### config.mk
export PLATFORM = sky130hd
export DESIGN_NAME = packet_header_offset_parser_core
export DESIGN_NICKNAME = d
export VERILOG_FILES = /design/src/rtl/core/phop_pkg.sv /design/src/rtl/core/phop_result.sv /design/src/rtl/core/packet_header_offset_parser_core.sv
export SDC_FILE = /design/constraint.sdc
export NUM_CORES = 1
export LEC_CHECK = 0
export ABC_CLOCK_PERIOD_IN_PS = 9900
export BUFFER_PORTS_ARGS = -buffer_cell sky130_fd_sc_hd__buf_2
export CORE_ASPECT_RATIO = 1.5
export CORE_UTILIZATION = 40
export CTS_BUF_LIST = sky130_fd_sc_hd__clkbuf_8
export CTS_CLUSTER_DIAMETER = 120
export DETAILED_ROUTE_END_ITERATION = 6
export HOLD_SLACK_MARGIN = 0.08
export PLACE_DENSITY_LB_ADDON = 0.1
export SLEW_MARGIN = 20
export SYNTH_ARGS = -nofsm -noshare
export SYNTH_HDL_FRONTEND = slang
export SYNTH_SLANG_ARGS = --single-unit
### constraint.sdc
create_clock -name i_clk -period 9.9 [get_ports i_clk]
set_clock_uncertainty 0.15 [all_clocks]
set_input_delay 0 -clock i_clk [delete_from_list [all_inputs] [get_ports i_clk]]
set_output_delay 0 -clock i_clk [all_outputs]
set_load 0.02 [all_outputs]
### src/rtl/core/phop_pkg.sv
// ----------------------------------------------------------------------------
// Packet header offset parser package
// Shared constants, protocol codes, the IPv6 walk phase type, the result
// record and the next-header classifier.
// ----------------------------------------------------------------------------
package phop_pkg;

    // Default frame length limit in bytes.
    localparam int MAX_FRAME_BYTES_DEF = 16384;

    // Largest end offset that fits the 14-bit result fields.
    localparam int END_LIMIT = 16383;

    // Ethernet layout.
    localparam int          ETH_TYPE_HI_POS = 12;
    localparam int          ETH_TYPE_LO_POS = 13;
    localparam int          LINK_HDR_BYTES  = 14;
    localparam int          VLAN_LINK_END   = 18;
    localparam logic [15:0] VLAN_TPID       = 16'h8100;

    // IP layout.
    localparam logic [3:0] IP_VERSION_4      = 4'd4;
    localparam logic [3:0] IP_VERSION_6      = 4'd6;
    localparam int         IPV4_PROTO_OFS    = 9;
    localparam int         IPV4_MIN_BYTES    = 10;
    localparam int         IPV6_NH_OFS       = 6;
    localparam int         IPV6_FIXED_BYTES  = 40;
    localparam int         IPV6_FRAG_BYTES   = 8;

    // Transport layout.
    localparam int TCP_DOFF_OFS   = 12;
    localparam int TCP_MIN_BYTES  = 13;
    localparam int UDP_HDR_BYTES  = 8;

    // Protocol and next-header codes.
    localparam logic [7:0] PROTO_HOPOPT   = 8'd0;
    localparam logic [7:0] PROTO_TCP      = 8'd6;
    localparam logic [7:0] PROTO_UDP      = 8'd17;
    localparam logic [7:0] PROTO_ROUTING  = 8'd43;
    localparam logic [7:0] PROTO_FRAGMENT = 8'd44;
    localparam logic [7:0] PROTO_ESP      = 8'd50;
    localparam logic [7:0] PROTO_AH       = 8'd51;
    localparam logic [7:0] PROTO_ICMPV6   = 8'd58;
    localparam logic [7:0] PROTO_DSTOPTS  = 8'd60;
    localparam logic [7:0] PROTO_UNKNOWN  = 8'd255;

    // Phase of the IPv6 extension header walk.
    typedef enum logic [2:0] {
        PH_WALK,
        PH_EXTLEN,
        PH_DONE,
        PH_SECURE,
        PH_FAIL
    } t_v6_phase;

    // One result record.
    typedef struct packed {
        logic [4:0]  link_end;
        logic        link_ok;
        logic [13:0] network_end;
        logic        network_ok;
        logic [13:0] transport_end;
        logic        transport_ok;
        logic [7:0]  upper_protocol;
        logic        too_long;
    } t_result;

    // Decide where the IPv6 walk goes after a next-header value.
    function automatic t_v6_phase classify_next(input logic [7:0] nh);
        t_v6_phase ph;
        case (nh)
            PROTO_TCP, PROTO_UDP, PROTO_ICMPV6: ph = PH_DONE;
            PROTO_HOPOPT, PROTO_ROUTING, PROTO_DSTOPTS, PROTO_FRAGMENT: ph = PH_WALK;
            PROTO_ESP, PROTO_AH: ph = PH_SECURE;
            default: ph = PH_FAIL;
        endcase
        return ph;
    endfunction

endpackage

### src/rtl/core/phop_result.sv
// ----------------------------------------------------------------------------
// Packet header offset parser result stage
// Turns the captured header state of one finished frame into the result
// record and holds it in the output register until it is taken.
// ----------------------------------------------------------------------------
module phop_result #(
    parameter  int MAX_FRAME_BYTES = phop_pkg::MAX_FRAME_BYTES_DEF,
    localparam int POS_W           = $clog2(MAX_FRAME_BYTES + 1),
    localparam int OFF_RAW         = $clog2(MAX_FRAME_BYTES + 4096),
    localparam int OFF_W           = (OFF_RAW > 15) ? OFF_RAW : 15
) (
    input  logic                      i_clk,
    input  logic                      i_rst_n,
    input  logic                      i_snap_valid,
    output logic                      o_snap_ready,
    input  logic [POS_W-1:0]          i_len,
    input  logic [4:0]                i_ip_start,
    input  logic [7:0]                i_version_ihl,
    input  logic [7:0]                i_ipv4_protocol,
    input  logic [7:0]                i_next_header,
    input  logic [OFF_W-1:0]          i_header_offset,
    input  phop_pkg::t_v6_phase       i_phase,
    input  logic [OFF_W-1:0]          i_transport_start,
    input  logic [3:0]                i_tcp_nibble,
    input  logic                      i_overflow,
    output logic                      o_valid,
    input  logic                      i_ready,
    output phop_pkg::t_result         o_result
);

    logic              r_valid;
    phop_pkg::t_result r_result;
    phop_pkg::t_result n_result;

    logic [OFF_W-1:0] len_off;
    logic [OFF_W-1:0] ip_off;
    logic [OFF_W-1:0] net_end;
    logic [OFF_W-1:0] tr_end;
    logic [OFF_W-1:0] start;
    logic [7:0]       proto;
    logic             link_ok;
    logic             net_ok;
    logic             tr_ok;
    logic             have;
    logic             load;

    assign len_off = OFF_W'(i_len);
    assign ip_off  = OFF_W'(i_ip_start);

    always_comb begin
        net_end = '0;
        tr_end  = '0;
        start   = '0;
        proto   = phop_pkg::PROTO_UNKNOWN;
        net_ok  = 1'b0;
        tr_ok   = 1'b0;
        have    = 1'b0;
        link_ok = len_off >= OFF_W'(phop_pkg::LINK_HDR_BYTES);

        if (link_ok && len_off >= ip_off + OFF_W'(1)) begin
            if (i_version_ihl[7:4] == phop_pkg::IP_VERSION_4) begin
                net_end = ip_off + OFF_W'({i_version_ihl[3:0], 2'b00});
                net_ok  = 1'b1;
                if (len_off >= ip_off + OFF_W'(phop_pkg::IPV4_MIN_BYTES)) begin
                    proto = i_ipv4_protocol;
                    start = i_transport_start;
                    have  = 1'b1;
                end
            end else if (i_version_ihl[7:4] == phop_pkg::IP_VERSION_6) begin
                if ((i_phase == phop_pkg::PH_DONE || i_phase == phop_pkg::PH_SECURE)
                        && i_header_offset <= len_off) begin
                    net_end = i_header_offset;
                    net_ok  = 1'b1;
                    if (i_phase == phop_pkg::PH_DONE) begin
                        proto = i_next_header;
                        start = i_transport_start;
                        have  = 1'b1;
                    end
                end
            end
            if (have) begin
                if (proto == phop_pkg::PROTO_TCP
                        && len_off >= start + OFF_W'(phop_pkg::TCP_MIN_BYTES)) begin
                    tr_end = start + OFF_W'({i_tcp_nibble, 2'b00});
                    tr_ok  = 1'b1;
                end else if (proto == phop_pkg::PROTO_UDP
                        && len_off >= start + OFF_W'(phop_pkg::UDP_HDR_BYTES)) begin
                    tr_end = start + OFF_W'(phop_pkg::UDP_HDR_BYTES);
                    tr_ok  = 1'b1;
                end
            end
        end

        // An end offset that does not fit the result field fails its layer.
        if (net_end > OFF_W'(phop_pkg::END_LIMIT)) begin
            net_ok = 1'b0;
        end
        if (tr_end > OFF_W'(phop_pkg::END_LIMIT)) begin
            tr_ok = 1'b0;
        end

        n_result.link_end       = link_ok ? i_ip_start : 5'd0;
        n_result.link_ok        = link_ok;
        n_result.network_end    = net_ok ? net_end[13:0] : 14'd0;
        n_result.network_ok     = net_ok;
        n_result.transport_end  = tr_ok ? tr_end[13:0] : 14'd0;
        n_result.transport_ok   = tr_ok;
        n_result.upper_protocol = proto;
        n_result.too_long       = i_overflow;
    end

    assign o_snap_ready = !r_valid || i_ready;
    assign load         = i_snap_valid && o_snap_ready;

    always_ff @(posedge i_clk) begin
        if (!i_rst_n) begin
            r_valid <= 1'b0;
        end else if (load) begin
            r_valid <= 1'b1;
        end else if (i_ready) begin
            r_valid <= 1'b0;
        end
    end

    always_ff @(posedge i_clk) begin
        if (load) begin
            r_result <= n_result;
        end
    end

    assign o_valid  = r_valid;
    assign o_result = r_result;

endmodule

### src/rtl/core/packet_header_offset_parser_core.sv
// ----------------------------------------------------------------------------
// Packet header offset parser core
// Result path: the last byte of a frame is captured in the snapshot register,
//   and the result stage then forms the result record from it in its own register.
// Throughput: one frame byte per cycle unless a snapshot waits on the result
//   stage; the byte rate is set by the per-byte capture logic.
// Reset: synchronous, active low; clears the byte position, all captured
//   header state and both valid flags. The byte position and header state
//   are also cleared after the last byte of each frame.
// ----------------------------------------------------------------------------
module packet_header_offset_parser_core #(
    parameter int MAX_FRAME_BYTES = phop_pkg::MAX_FRAME_BYTES_DEF
) (
    input  logic        i_clk,
    input  logic        i_rst_n,
    input  logic        i_in_valid,
    output logic        o_in_ready,
    input  logic [7:0]  i_data_byte,
    input  logic        i_last_byte,
    output logic        o_out_valid,
    input  logic        i_out_ready,
    output logic [4:0]  o_link_end,
    output logic        o_link_ok,
    output logic [13:0] o_network_end,
    output logic        o_network_ok,
    output logic [13:0] o_transport_end,
    output logic        o_transport_ok,
    output logic [7:0]  o_upper_protocol,
    output logic        o_too_long
);

    // The byte position saturates at the frame limit, so it needs one value
    // more than the limit. Header offsets can run past the limit by at most
    // one extension header (2 KiB) plus a few fixed headers; they also must
    // be wide enough to compare against the largest reportable offset.
    localparam int POS_W   = $clog2(MAX_FRAME_BYTES + 1);
    localparam int OFF_RAW = $clog2(MAX_FRAME_BYTES + 4096);
    localparam int OFF_W   = (OFF_RAW > 15) ? OFF_RAW : 15;

    // ------------------------------------------------------------------------
    // Per-frame header tracking state
    // ------------------------------------------------------------------------
    logic [POS_W-1:0]    r_pos,      n_pos;
    logic [7:0]          r_eth_hi,   n_eth_hi;
    logic [4:0]          r_ip_start, n_ip_start;
    logic [7:0]          r_vihl,     n_vihl;
    logic [7:0]          r_proto4,   n_proto4;
    logic [7:0]          r_nh,       n_nh;
    logic [OFF_W-1:0]    r_hoff,     n_hoff;
    phop_pkg::t_v6_phase r_phase,    n_phase;
    logic [OFF_W-1:0]    r_ts,       n_ts;
    logic [3:0]          r_nib,      n_nib;
    logic                r_over,     n_over;

    // Snapshot of the state after the last byte of a frame.
    logic                r_snap_valid;
    logic [POS_W-1:0]    r_s_len;
    logic [4:0]          r_s_ip_start;
    logic [7:0]          r_s_vihl;
    logic [7:0]          r_s_proto4;
    logic [7:0]          r_s_nh;
    logic [OFF_W-1:0]    r_s_hoff;
    phop_pkg::t_v6_phase r_s_phase;
    logic [OFF_W-1:0]    r_s_ts;
    logic [3:0]          r_s_nib;
    logic                r_s_over;

    logic                in_acc;
    logic                snap_take;
    logic [OFF_W-1:0]    p_off;
    logic [OFF_W-1:0]    ip_off;
    logic [OFF_W-1:0]    frag_next;
    logic [OFF_W-1:0]    ext_next;
    logic [3:0]          ver;
    phop_pkg::t_v6_phase ph_first;
    phop_pkg::t_v6_phase ph_frag;
    phop_pkg::t_v6_phase ph_ext;
    phop_pkg::t_result   result;

    // A new byte is taken whenever the snapshot register is free or is being
    // handed to the result stage in this cycle.
    assign o_in_ready = !r_snap_valid || snap_take;
    assign in_acc     = i_in_valid && o_in_ready;

    assign p_off     = OFF_W'(r_pos);
    assign ip_off    = OFF_W'(r_ip_start);
    assign ver       = r_vihl[7:4];
    assign frag_next = r_hoff + OFF_W'(phop_pkg::IPV6_FRAG_BYTES);
    // An extension header spans (length byte + 1) units of 8 bytes.
    assign ext_next  = r_hoff + OFF_W'({({1'b0, i_data_byte} + 9'd1), 3'b000});
    assign ph_first  = phop_pkg::classify_next(i_data_byte);
    assign ph_frag   = phop_pkg::classify_next(i_data_byte);
    assign ph_ext    = phop_pkg::classify_next(r_nh);

    // ------------------------------------------------------------------------
    // Next value of the tracking state for the byte on the input. Every
    // capture compares the current byte position with an offset already
    // known, so each byte is a handful of parallel compares and adds.
    // The header version used here is the one captured before this byte.
    // ------------------------------------------------------------------------
    always_comb begin
        n_pos      = r_pos;
        n_eth_hi   = r_eth_hi;
        n_ip_start = r_ip_start;
        n_vihl     = r_vihl;
        n_proto4   = r_proto4;
        n_nh       = r_nh;
        n_hoff     = r_hoff;
        n_phase    = r_phase;
        n_ts       = r_ts;
        n_nib      = r_nib;
        n_over     = r_over;

        if (r_pos < POS_W'(MAX_FRAME_BYTES)) begin
            n_pos = r_pos + POS_W'(1);

            // Ethertype, and the link header length that follows from it.
            if (p_off == OFF_W'(phop_pkg::ETH_TYPE_HI_POS)) begin
                n_eth_hi = i_data_byte;
            end
            if (p_off == OFF_W'(phop_pkg::ETH_TYPE_LO_POS)) begin
                n_ip_start = ({r_eth_hi, i_data_byte} == phop_pkg::VLAN_TPID)
                           ? 5'(phop_pkg::VLAN_LINK_END) : 5'(phop_pkg::LINK_HDR_BYTES);
            end

            // TCP data offset nibble.
            if ((ver == phop_pkg::IP_VERSION_4
                    || (ver == phop_pkg::IP_VERSION_6 && r_phase == phop_pkg::PH_DONE))
                    && p_off == r_ts + OFF_W'(phop_pkg::TCP_DOFF_OFS)) begin
                n_nib = i_data_byte[7:4];
            end

            // First byte of the IP header: version and IHL.
            if (p_off >= OFF_W'(phop_pkg::LINK_HDR_BYTES) && p_off == ip_off) begin
                n_vihl = i_data_byte;
                if (i_data_byte[7:4] == phop_pkg::IP_VERSION_4) begin
                    n_ts = ip_off + OFF_W'({i_data_byte[3:0], 2'b00});
                end
            end

            // IPv4 protocol byte.
            if (ver == phop_pkg::IP_VERSION_4
                    && p_off == ip_off + OFF_W'(phop_pkg::IPV4_PROTO_OFS)) begin
                n_proto4 = i_data_byte;
            end

            // IPv6 next header and the extension header walk.
            if (ver == phop_pkg::IP_VERSION_6) begin
                if (p_off == ip_off + OFF_W'(phop_pkg::IPV6_NH_OFS)) begin
                    n_nh    = i_data_byte;
                    n_hoff  = ip_off + OFF_W'(phop_pkg::IPV6_FIXED_BYTES);
                    n_phase = ph_first;
                    if (ph_first == phop_pkg::PH_DONE) begin
                        n_ts = ip_off + OFF_W'(phop_pkg::IPV6_FIXED_BYTES);
                    end
                end else if (p_off > ip_off + OFF_W'(phop_pkg::IPV6_NH_OFS)) begin
                    if (r_phase == phop_pkg::PH_WALK && p_off == r_hoff) begin
                        n_nh = i_data_byte;
                        if (r_nh == phop_pkg::PROTO_FRAGMENT) begin
                            // The fragment header has a fixed length.
                            n_hoff  = frag_next;
                            n_phase = ph_frag;
                            if (ph_frag == phop_pkg::PH_DONE) begin
                                n_ts = frag_next;
                            end
                        end else begin
                            n_phase = phop_pkg::PH_EXTLEN;
                        end
                    end else if (r_phase == phop_pkg::PH_EXTLEN
                            && p_off == r_hoff + OFF_W'(1)) begin
                        n_hoff  = ext_next;
                        n_phase = ph_ext;
                        if (ph_ext == phop_pkg::PH_DONE) begin
                            n_ts = ext_next;
                        end
                    end
                end
            end
        end else begin
            // Bytes past the limit are dropped and only flagged.
            n_over = 1'b1;
        end
    end

    // Tracking state: back to its initial values after every last byte.
    always_ff @(posedge i_clk) begin
        if (!i_rst_n || (in_acc && i_last_byte)) begin
            r_pos      <= '0;
            r_eth_hi   <= '0;
            r_ip_start <= 5'(phop_pkg::LINK_HDR_BYTES);
            r_vihl     <= '0;
            r_proto4   <= phop_pkg::PROTO_UNKNOWN;
            r_nh       <= '0;
            r_hoff     <= '0;
            r_phase    <= phop_pkg::PH_WALK;
            r_ts       <= '0;
            r_nib      <= '0;
            r_over     <= 1'b0;
        end else if (in_acc) begin
            r_pos      <= n_pos;
            r_eth_hi   <= n_eth_hi;
            r_ip_start <= n_ip_start;
            r_vihl     <= n_vihl;
            r_proto4   <= n_proto4;
            r_nh       <= n_nh;
            r_hoff     <= n_hoff;
            r_phase    <= n_phase;
            r_ts       <= n_ts;
            r_nib      <= n_nib;
            r_over     <= n_over;
        end
    end

    // Snapshot valid flag: set by a last byte, cleared when the result stage
    // takes the snapshot.
    always_ff @(posedge i_clk) begin
        if (!i_rst_n) begin
            r_snap_valid <= 1'b0;
        end else if (in_acc && i_last_byte) begin
            r_snap_valid <= 1'b1;
        end else if (snap_take) begin
            r_snap_valid <= 1'b0;
        end
    end

    // Snapshot payload holds the state including the last byte.
    always_ff @(posedge i_clk) begin
        if (in_acc && i_last_byte) begin
            r_s_len      <= n_pos;
            r_s_ip_start <= n_ip_start;
            r_s_vihl     <= n_vihl;
            r_s_proto4   <= n_proto4;
            r_s_nh       <= n_nh;
            r_s_hoff     <= n_hoff;
            r_s_phase    <= n_phase;
            r_s_ts       <= n_ts;
            r_s_nib      <= n_nib;
            r_s_over     <= n_over;
        end
    end

    // ------------------------------------------------------------------------
    // Result stage
    // ------------------------------------------------------------------------
    phop_result #(
        .MAX_FRAME_BYTES (MAX_FRAME_BYTES)
    ) u_result (
        .i_clk             (i_clk),
        .i_rst_n           (i_rst_n),
        .i_snap_valid      (r_snap_valid),
        .o_snap_ready      (snap_take),
        .i_len             (r_s_len),
        .i_ip_start        (r_s_ip_start),
        .i_version_ihl     (r_s_vihl),
        .i_ipv4_protocol   (r_s_proto4),
        .i_next_header     (r_s_nh),
        .i_header_offset   (r_s_hoff),
        .i_phase           (r_s_phase),
        .i_transport_start (r_s_ts),
        .i_tcp_nibble      (r_s_nib),
        .i_overflow        (r_s_over),
        .o_valid           (o_out_valid),
        .i_ready           (i_out_ready),
        .o_result          (result)
    );

    assign o_link_end       = result.link_end;
    assign o_link_ok        = result.link_ok;
    assign o_network_end    = result.network_end;
    assign o_network_ok     = result.network_ok;
    assign o_transport_end  = result.transport_end;
    assign o_transport_ok   = result.transport_ok;
    assign o_upper_protocol = result.upper_protocol;
    assign o_too_long       = result.too_long;

    // ------------------------------------------------------------------------
    // Assertions
    // ------------------------------------------------------------------------
    // The byte position never runs past the frame limit.
    a_pos_bounded: assert property (@(posedge i_clk) disable iff (!i_rst_n)
        r_pos <= POS_W'(MAX_FRAME_BYTES))
        else $error("byte position past frame limit");

    // A last byte restarts the position count for the next frame.
    a_pos_restart: assert property (@(posedge i_clk) disable iff (!i_rst_n)
        (in_acc && i_last_byte) |=> (r_pos == '0))
        else $error("byte position not cleared after last byte");

    // A snapshot handed to the result stage shows up as a valid result.
    a_snap_to_out: assert property (@(posedge i_clk) disable iff (!i_rst_n)
        (r_snap_valid && snap_take) |=> o_out_valid)
        else $error("snapshot taken but no result");

    // A good link layer ends at 14 or 18 bytes.
    a_link_end: assert property (@(posedge i_clk) disable iff (!i_rst_n)
        (o_out_valid && o_link_ok) |->
            (o_link_end == 5'(phop_pkg::LINK_HDR_BYTES)
             || o_link_end == 5'(phop_pkg::VLAN_LINK_END)))
        else $error("bad link end offset");

    // A failed network or transport layer reports a zero end offset.
    a_fail_zero: assert property (@(posedge i_clk) disable iff (!i_rst_n)
        o_out_valid |-> ((o_network_ok || o_network_end == 14'd0)
                         && (o_transport_ok || o_transport_end == 14'd0)))
        else $error("failed layer with nonzero end offset");

endmodule

==> reports/results.tsv <==
stage	metric	value	unit
status	outcome	finished, final reports clean	
drt	via density per instance	5.768	
pwr	VDD IR max	0.00009141	V
setup_path	Critical R2R Launch	r_s_ip_start[1]$_DFFE_PP_	
drt	DR WL/cell	23.07	microns
setup_path	critical path depth in cells	24	
synthesis	Post-synth EDFFs	127	
floorplanning	I/O pin count	60	
setup_path	crit-path leading delay family	simple AND/OR/NAND/NOR gates	
sta	Slew Viols, Final	0	
setup_path	slowest stage delay, CP	780	ps
drt	Routed Antenna Nets	0	
setup_path	Startpoint Class	register	
grt	largest net degree at the start of global routing	68	
setup_path	reg-to-reg endpoint	u_result.o_result[21]$_SDFFCE_PN0P_	
floorplanning	Die Width	160.7	microns
setup_path	arrival time at the worst endpoint	7260	ps
clock_tree	Clk pin slew, worst setup/hold paths	70	ps
floorplanning	die area	0.03855	sq mm
final_layout	fraction of layout cells with a size suffix above 1	0.1170	
floorplanning	Rows	86	
clock_tree	# Post-CTS Setup Buffers	0	
drt	Pre-antenna DRT Iters	5	
drt	Initial DRC Count	1011	
sta	# setup viols final	0	
final_layout	Util after Layout	0.4540	
synthesis	top_reg_cell synth	edfxtp_1	
synthesis	syn nets	1810	
floorplanning	Initial Util	0.4080	
synthesis	post-synth top area share	0.2525	
floorplanning	Die H	240.0	microns
sta	Final Hold Vio Count	0	
place	area post-placement	0.01575	sq mm
synthesis	cell taking the most area after synthesis	edfxtp_1	
clock_tree	htree depth	2	
sta	total negative setup slack	0	ps
drt	DRT Wirelength	51.60	mm
grt	via count of the first global-routing pass	12920	
setup_path	r2r setup slk	2900	ps
sta	Max Clk Rate	142.9	MHz
sta	Slew Limit Headroom	0.3645	
setup_path	required time of the critical path	10160	ps
setup_path	worst path bufs/invs	0	
final_layout	Area Overhead vs Synth	11.27	%
clock_tree	clock sinks	219	
clock_tree	CTS max path bufs	3	
grt	total grt overflow	0	
setup_path	CP startpoint	r_s_ip_start[1]$_DFFE_PP_	
grt	antenna violations before repair	1	
sta	RSZ-0062 raised after global routing	false	
setup_path	CP Cell Sequence	ha_1 -> o21ai_0 -> ha_1 -> and3_1 -> a211o_1 -> nand2_1 -> nand2_4 -> and2_1 -> ha_1 -> o311ai_1 -> nor2_1 -> xor2_1 -> nand2_1 -> ha_1 -> a21o_1 -> a21oi_1 -> nor2b_1 -> o21ai_0 -> nand2_1 -> o22ai_1 -> nor4_4 -> nand3_1 -> a21oi_2 -> a21boi_1	
drt	DR vias	12900	
synthesis	post-synthesis sequential area ratio	0.3745	
pwr	leakage dissipation	6.411	nW
synthesis	Cell variety after synth	91	
clock_tree	CTS tree	built	
setup_path	WS Path Type	reg -> reg	
synthesis	Mapped Avg Cell Area	8.932	sq um
place	GP Congestion	0.9635	
drt	post-route DRC violation count	0	
grt	gr usage total	0.2710	
setup_path	Worst R2R Path Depth	24	
final_layout	Nets	1841	
clock_tree	Clock Root Buffer	clkbuf_8	
floorplanning	core area	0.03702	sq mm
job	# Max-Cap Violations	0	
pwr	Power Density	132.0	mW/mm^2
final_layout	Final Instance Area	0.01680	sq mm
synthesis	Async SR Flop Fraction	0	
setup_path	critical path's slowest cell	nor4_4	
sta	Slew @ Worst Pin	953.2	ps
synthesis	Cell Area, Synth	0.01510	sq mm
hold_path	Hold Crit Class	in -> reg	
place	HPWL Detailed	39.68	mm
setup_path	Worst setup endpoint	u_result.o_result[21]$_SDFFCE_PN0P_	
setup_path	CP Max Fanout	28	
setup_path	most numerous cell on the critical path	ha_1	
clock_tree	total clock buffers created by CTS	38	
sta	Tmin final	7000	ps
synthesis	largest cells by area after synthesis	edfxtp_1 (25%), dfxtp_1 (12%), ha_1 (8.5%)	
synthesis	synth warn	0	
clock_tree	post_cts resized	0	
clock_tree	worst skew pair latency	580	ps
setup_path	Critical Path Sink Type	register	
sta	fin crit share	0.7071	
place	input/output buffers	59	
synthesis	Synth Instances	1691	
grt	first-pass GRT wire length	78.39	mm
synthesis	Synth Register Bits	219	
-- synth_stat cells, drive strengths merged (8+ instances only) --
| cell type | instances |
|---|---|
| a211o | 8 |
| a211oi | 15 |
| a21boi | 10 |
| a21o | 18 |
| a21oi | 99 |
| a221oi | 8 |
| a22oi | 15 |
| a31oi | 15 |
| and2 | 32 |
| and3 | 23 |
| buf | 33 |
| clkbuf | 70 |
| dfxtp | 92 |
| edfxtp | 127 |
| ha | 103 |
| inv | 64 |
| mux2 | 33 |
| mux2i | 22 |
| nand2 | 194 |
| nand2b | 19 |
| nand3 | 68 |
| nand4 | 24 |
| nor2 | 151 |
| nor2b | 14 |
| nor3 | 32 |
| nor3b | 9 |
| nor4 | 25 |
| o211a | 9 |
| o21a | 15 |
| o21ai | 79 |
| o22ai | 19 |
| o31ai | 10 |
| or3 | 8 |
| xnor2 | 86 |
| xor2 | 55 |
-- stage by stage --
step	instances	power [mW]	setup WS, ps	hold WS, ps
6_report	2237	2.218	2900	176.9
5_1_grt	2237	2.298	2272	214.9
4_1_cts	2236	2.242	2606	137.6
3_5_place_dp	2151	1.225	2673	128.3
3_3_place_gp	2151	1.224	2811	104.6
2_1_floorplan	1691	1.155	4149	-32.21
-- routing by layer --
layer | GRT usage | vias to the layer above | part of all wire | wire (microns)
met2 | 0.4839 | 406 | 0.50 | 25870
met5 | 0 | - | 0 | 0
met1 | 0.2989 | 6145 | 0.38 | 19850
met3 | 0.03243 | 163 | 0.043 | 2210
li1 | - | 6189 | - | -
met4 | 0.1876 | 0 | 0.071 | 3671
-- area by class of cell --
type                    count  area [sq um]
fillers                  3695         20210
multi-input cells        1305          8797
flip-flops and latches    219          5655
well taps                 484         605.6
repair buffers             94         595.6
clock buffers              41         564.3
clock inverters            29         342.8
inverters                  64         241.5
diodes                      1         2.502
-- timing repair --
item | in CTS | in global routing
hold endpoints to repair | 109 | 0
setup endpoints to repair | 0 | 0
hold buffers | 15 | 0
-- power by group --
group          switching, mW  total (mW)  internal, mW
registers             0.0280        1.01         0.985
clock network          0.410        1.01         0.597
logic                  0.127       0.199        0.0713
total                  0.565        2.22          1.65
-- worst min-delay path by stage --
| stage | slack (ps) | start | end | cells past startpoint |
|---|---|---|---|---|
| after global routing | 210 | i_out_ready | u_result.o_valid$_SDFFE_PN0P_ | 4 |
| after global placement | 100 | i_rst_n | u_result.o_valid$_SDFFE_PN0P_ | 2 |
| after CTS | 140 | i_out_ready | r_vihl[7]$_SDFFE_PP0P_ | 7 |
| after detailed placement | 130 | i_rst_n | u_result.o_valid$_SDFFE_PN0P_ | 2 |
| final | 180 | i_out_ready | r_hoff[0]$_SDFFE_PP0P_ | 7 |
| after floorplan | -30 | i_rst_n | u_result.o_valid$_SDFFE_PN0P_ | 1 |
-- layout by cell type (no fill, tap or decap), types with 7 or more instances in the layout --
| master | Yosys | layout |
|---|---|---|
| nand2_1 | 191 | 190 |
| nor2_1 | 150 | 150 |
| edfxtp_1 | 127 | 127 |
| ha_1 | 103 | 103 |
| a21oi_1 | 97 | 97 |
| dfxtp_1 | 92 | 92 |
| xnor2_1 | 85 | 85 |
| o21ai_0 | 75 | 75 |
| inv_1 | 62 | 73 |
| nand3_1 | 68 | 68 |
| buf_2 | 18 | 59 |
| xor2_1 | 55 | 55 |
| clkbuf_8 | 0 | 41 |
| mux2_2 | 32 | 32 |
| and2_1 | 30 | 29 |
| nor3_1 | 30 | 29 |
| nand4_1 | 24 | 24 |
| and3_1 | 23 | 23 |
| mux2i_1 | 22 | 22 |
| buf_4 | 0 | 20 |
| nor4_1 | 20 | 19 |
| nand2b_1 | 19 | 19 |
| o22ai_1 | 19 | 19 |
| a21o_1 | 18 | 18 |
| a31oi_1 | 15 | 15 |
| o21a_1 | 15 | 15 |
| dlygate4sd3_1 | 0 | 15 |
| a211oi_1 | 14 | 14 |
| a22oi_1 | 14 | 14 |
| nor2b_1 | 14 | 13 |
| o31ai_1 | 10 | 10 |
| nor3b_1 | 9 | 9 |
| o211a_1 | 9 | 9 |
| or3_1 | 8 | 8 |
| a221oi_1 | 8 | 8 |
| a211o_1 | 8 | 8 |
| bufinv_16 | 0 | 8 |
| and4_1 | 7 | 7 |
-- registers in the layout (all words and copies together) (netlist names), 3 cells and up --
name               cells
r_s_phase              3
r_ip_start             5
r_vihl                 8
p_off                 15
r_s_hoff              15
r_s_ip_start           5
r_phase                3
r_nib                  4
r_s_nh                 8
r_ts                  15
r_s_ts                15
r_s_vihl               8
r_s_len               15
r_proto4               8
r_s_nib                4
r_eth_hi               8
r_hoff                15
u_result.o_result     45
r_nh                   8
r_s_proto4             8
-- kinds of logic (layout without fill, tap and decap cells) --
group | Yosys count | count (layout) | share of synthesized area
xor+xnor | 141 | 141 | 0.08301
fa+ha+maj | 106 | 106 | 0.08931
flops | 219 | 219 | 0.3745
compound gates | 373 | 373 | 0.1629
other cells | 0 | 1 | 0
buf+inv | 167 | 228 | 0.04457
simple gates | 630 | 630 | 0.2066
mux | 55 | 55 | 0.03918
-- worst min-delay path: stages --
cell,delay [ps]
buf_2,70
nor2b_1,70
nand2_1,120
nand2_1,70
buf_4,270
nand2_1,140
a21oi_1,60
(Power assumes the default switching activity.)
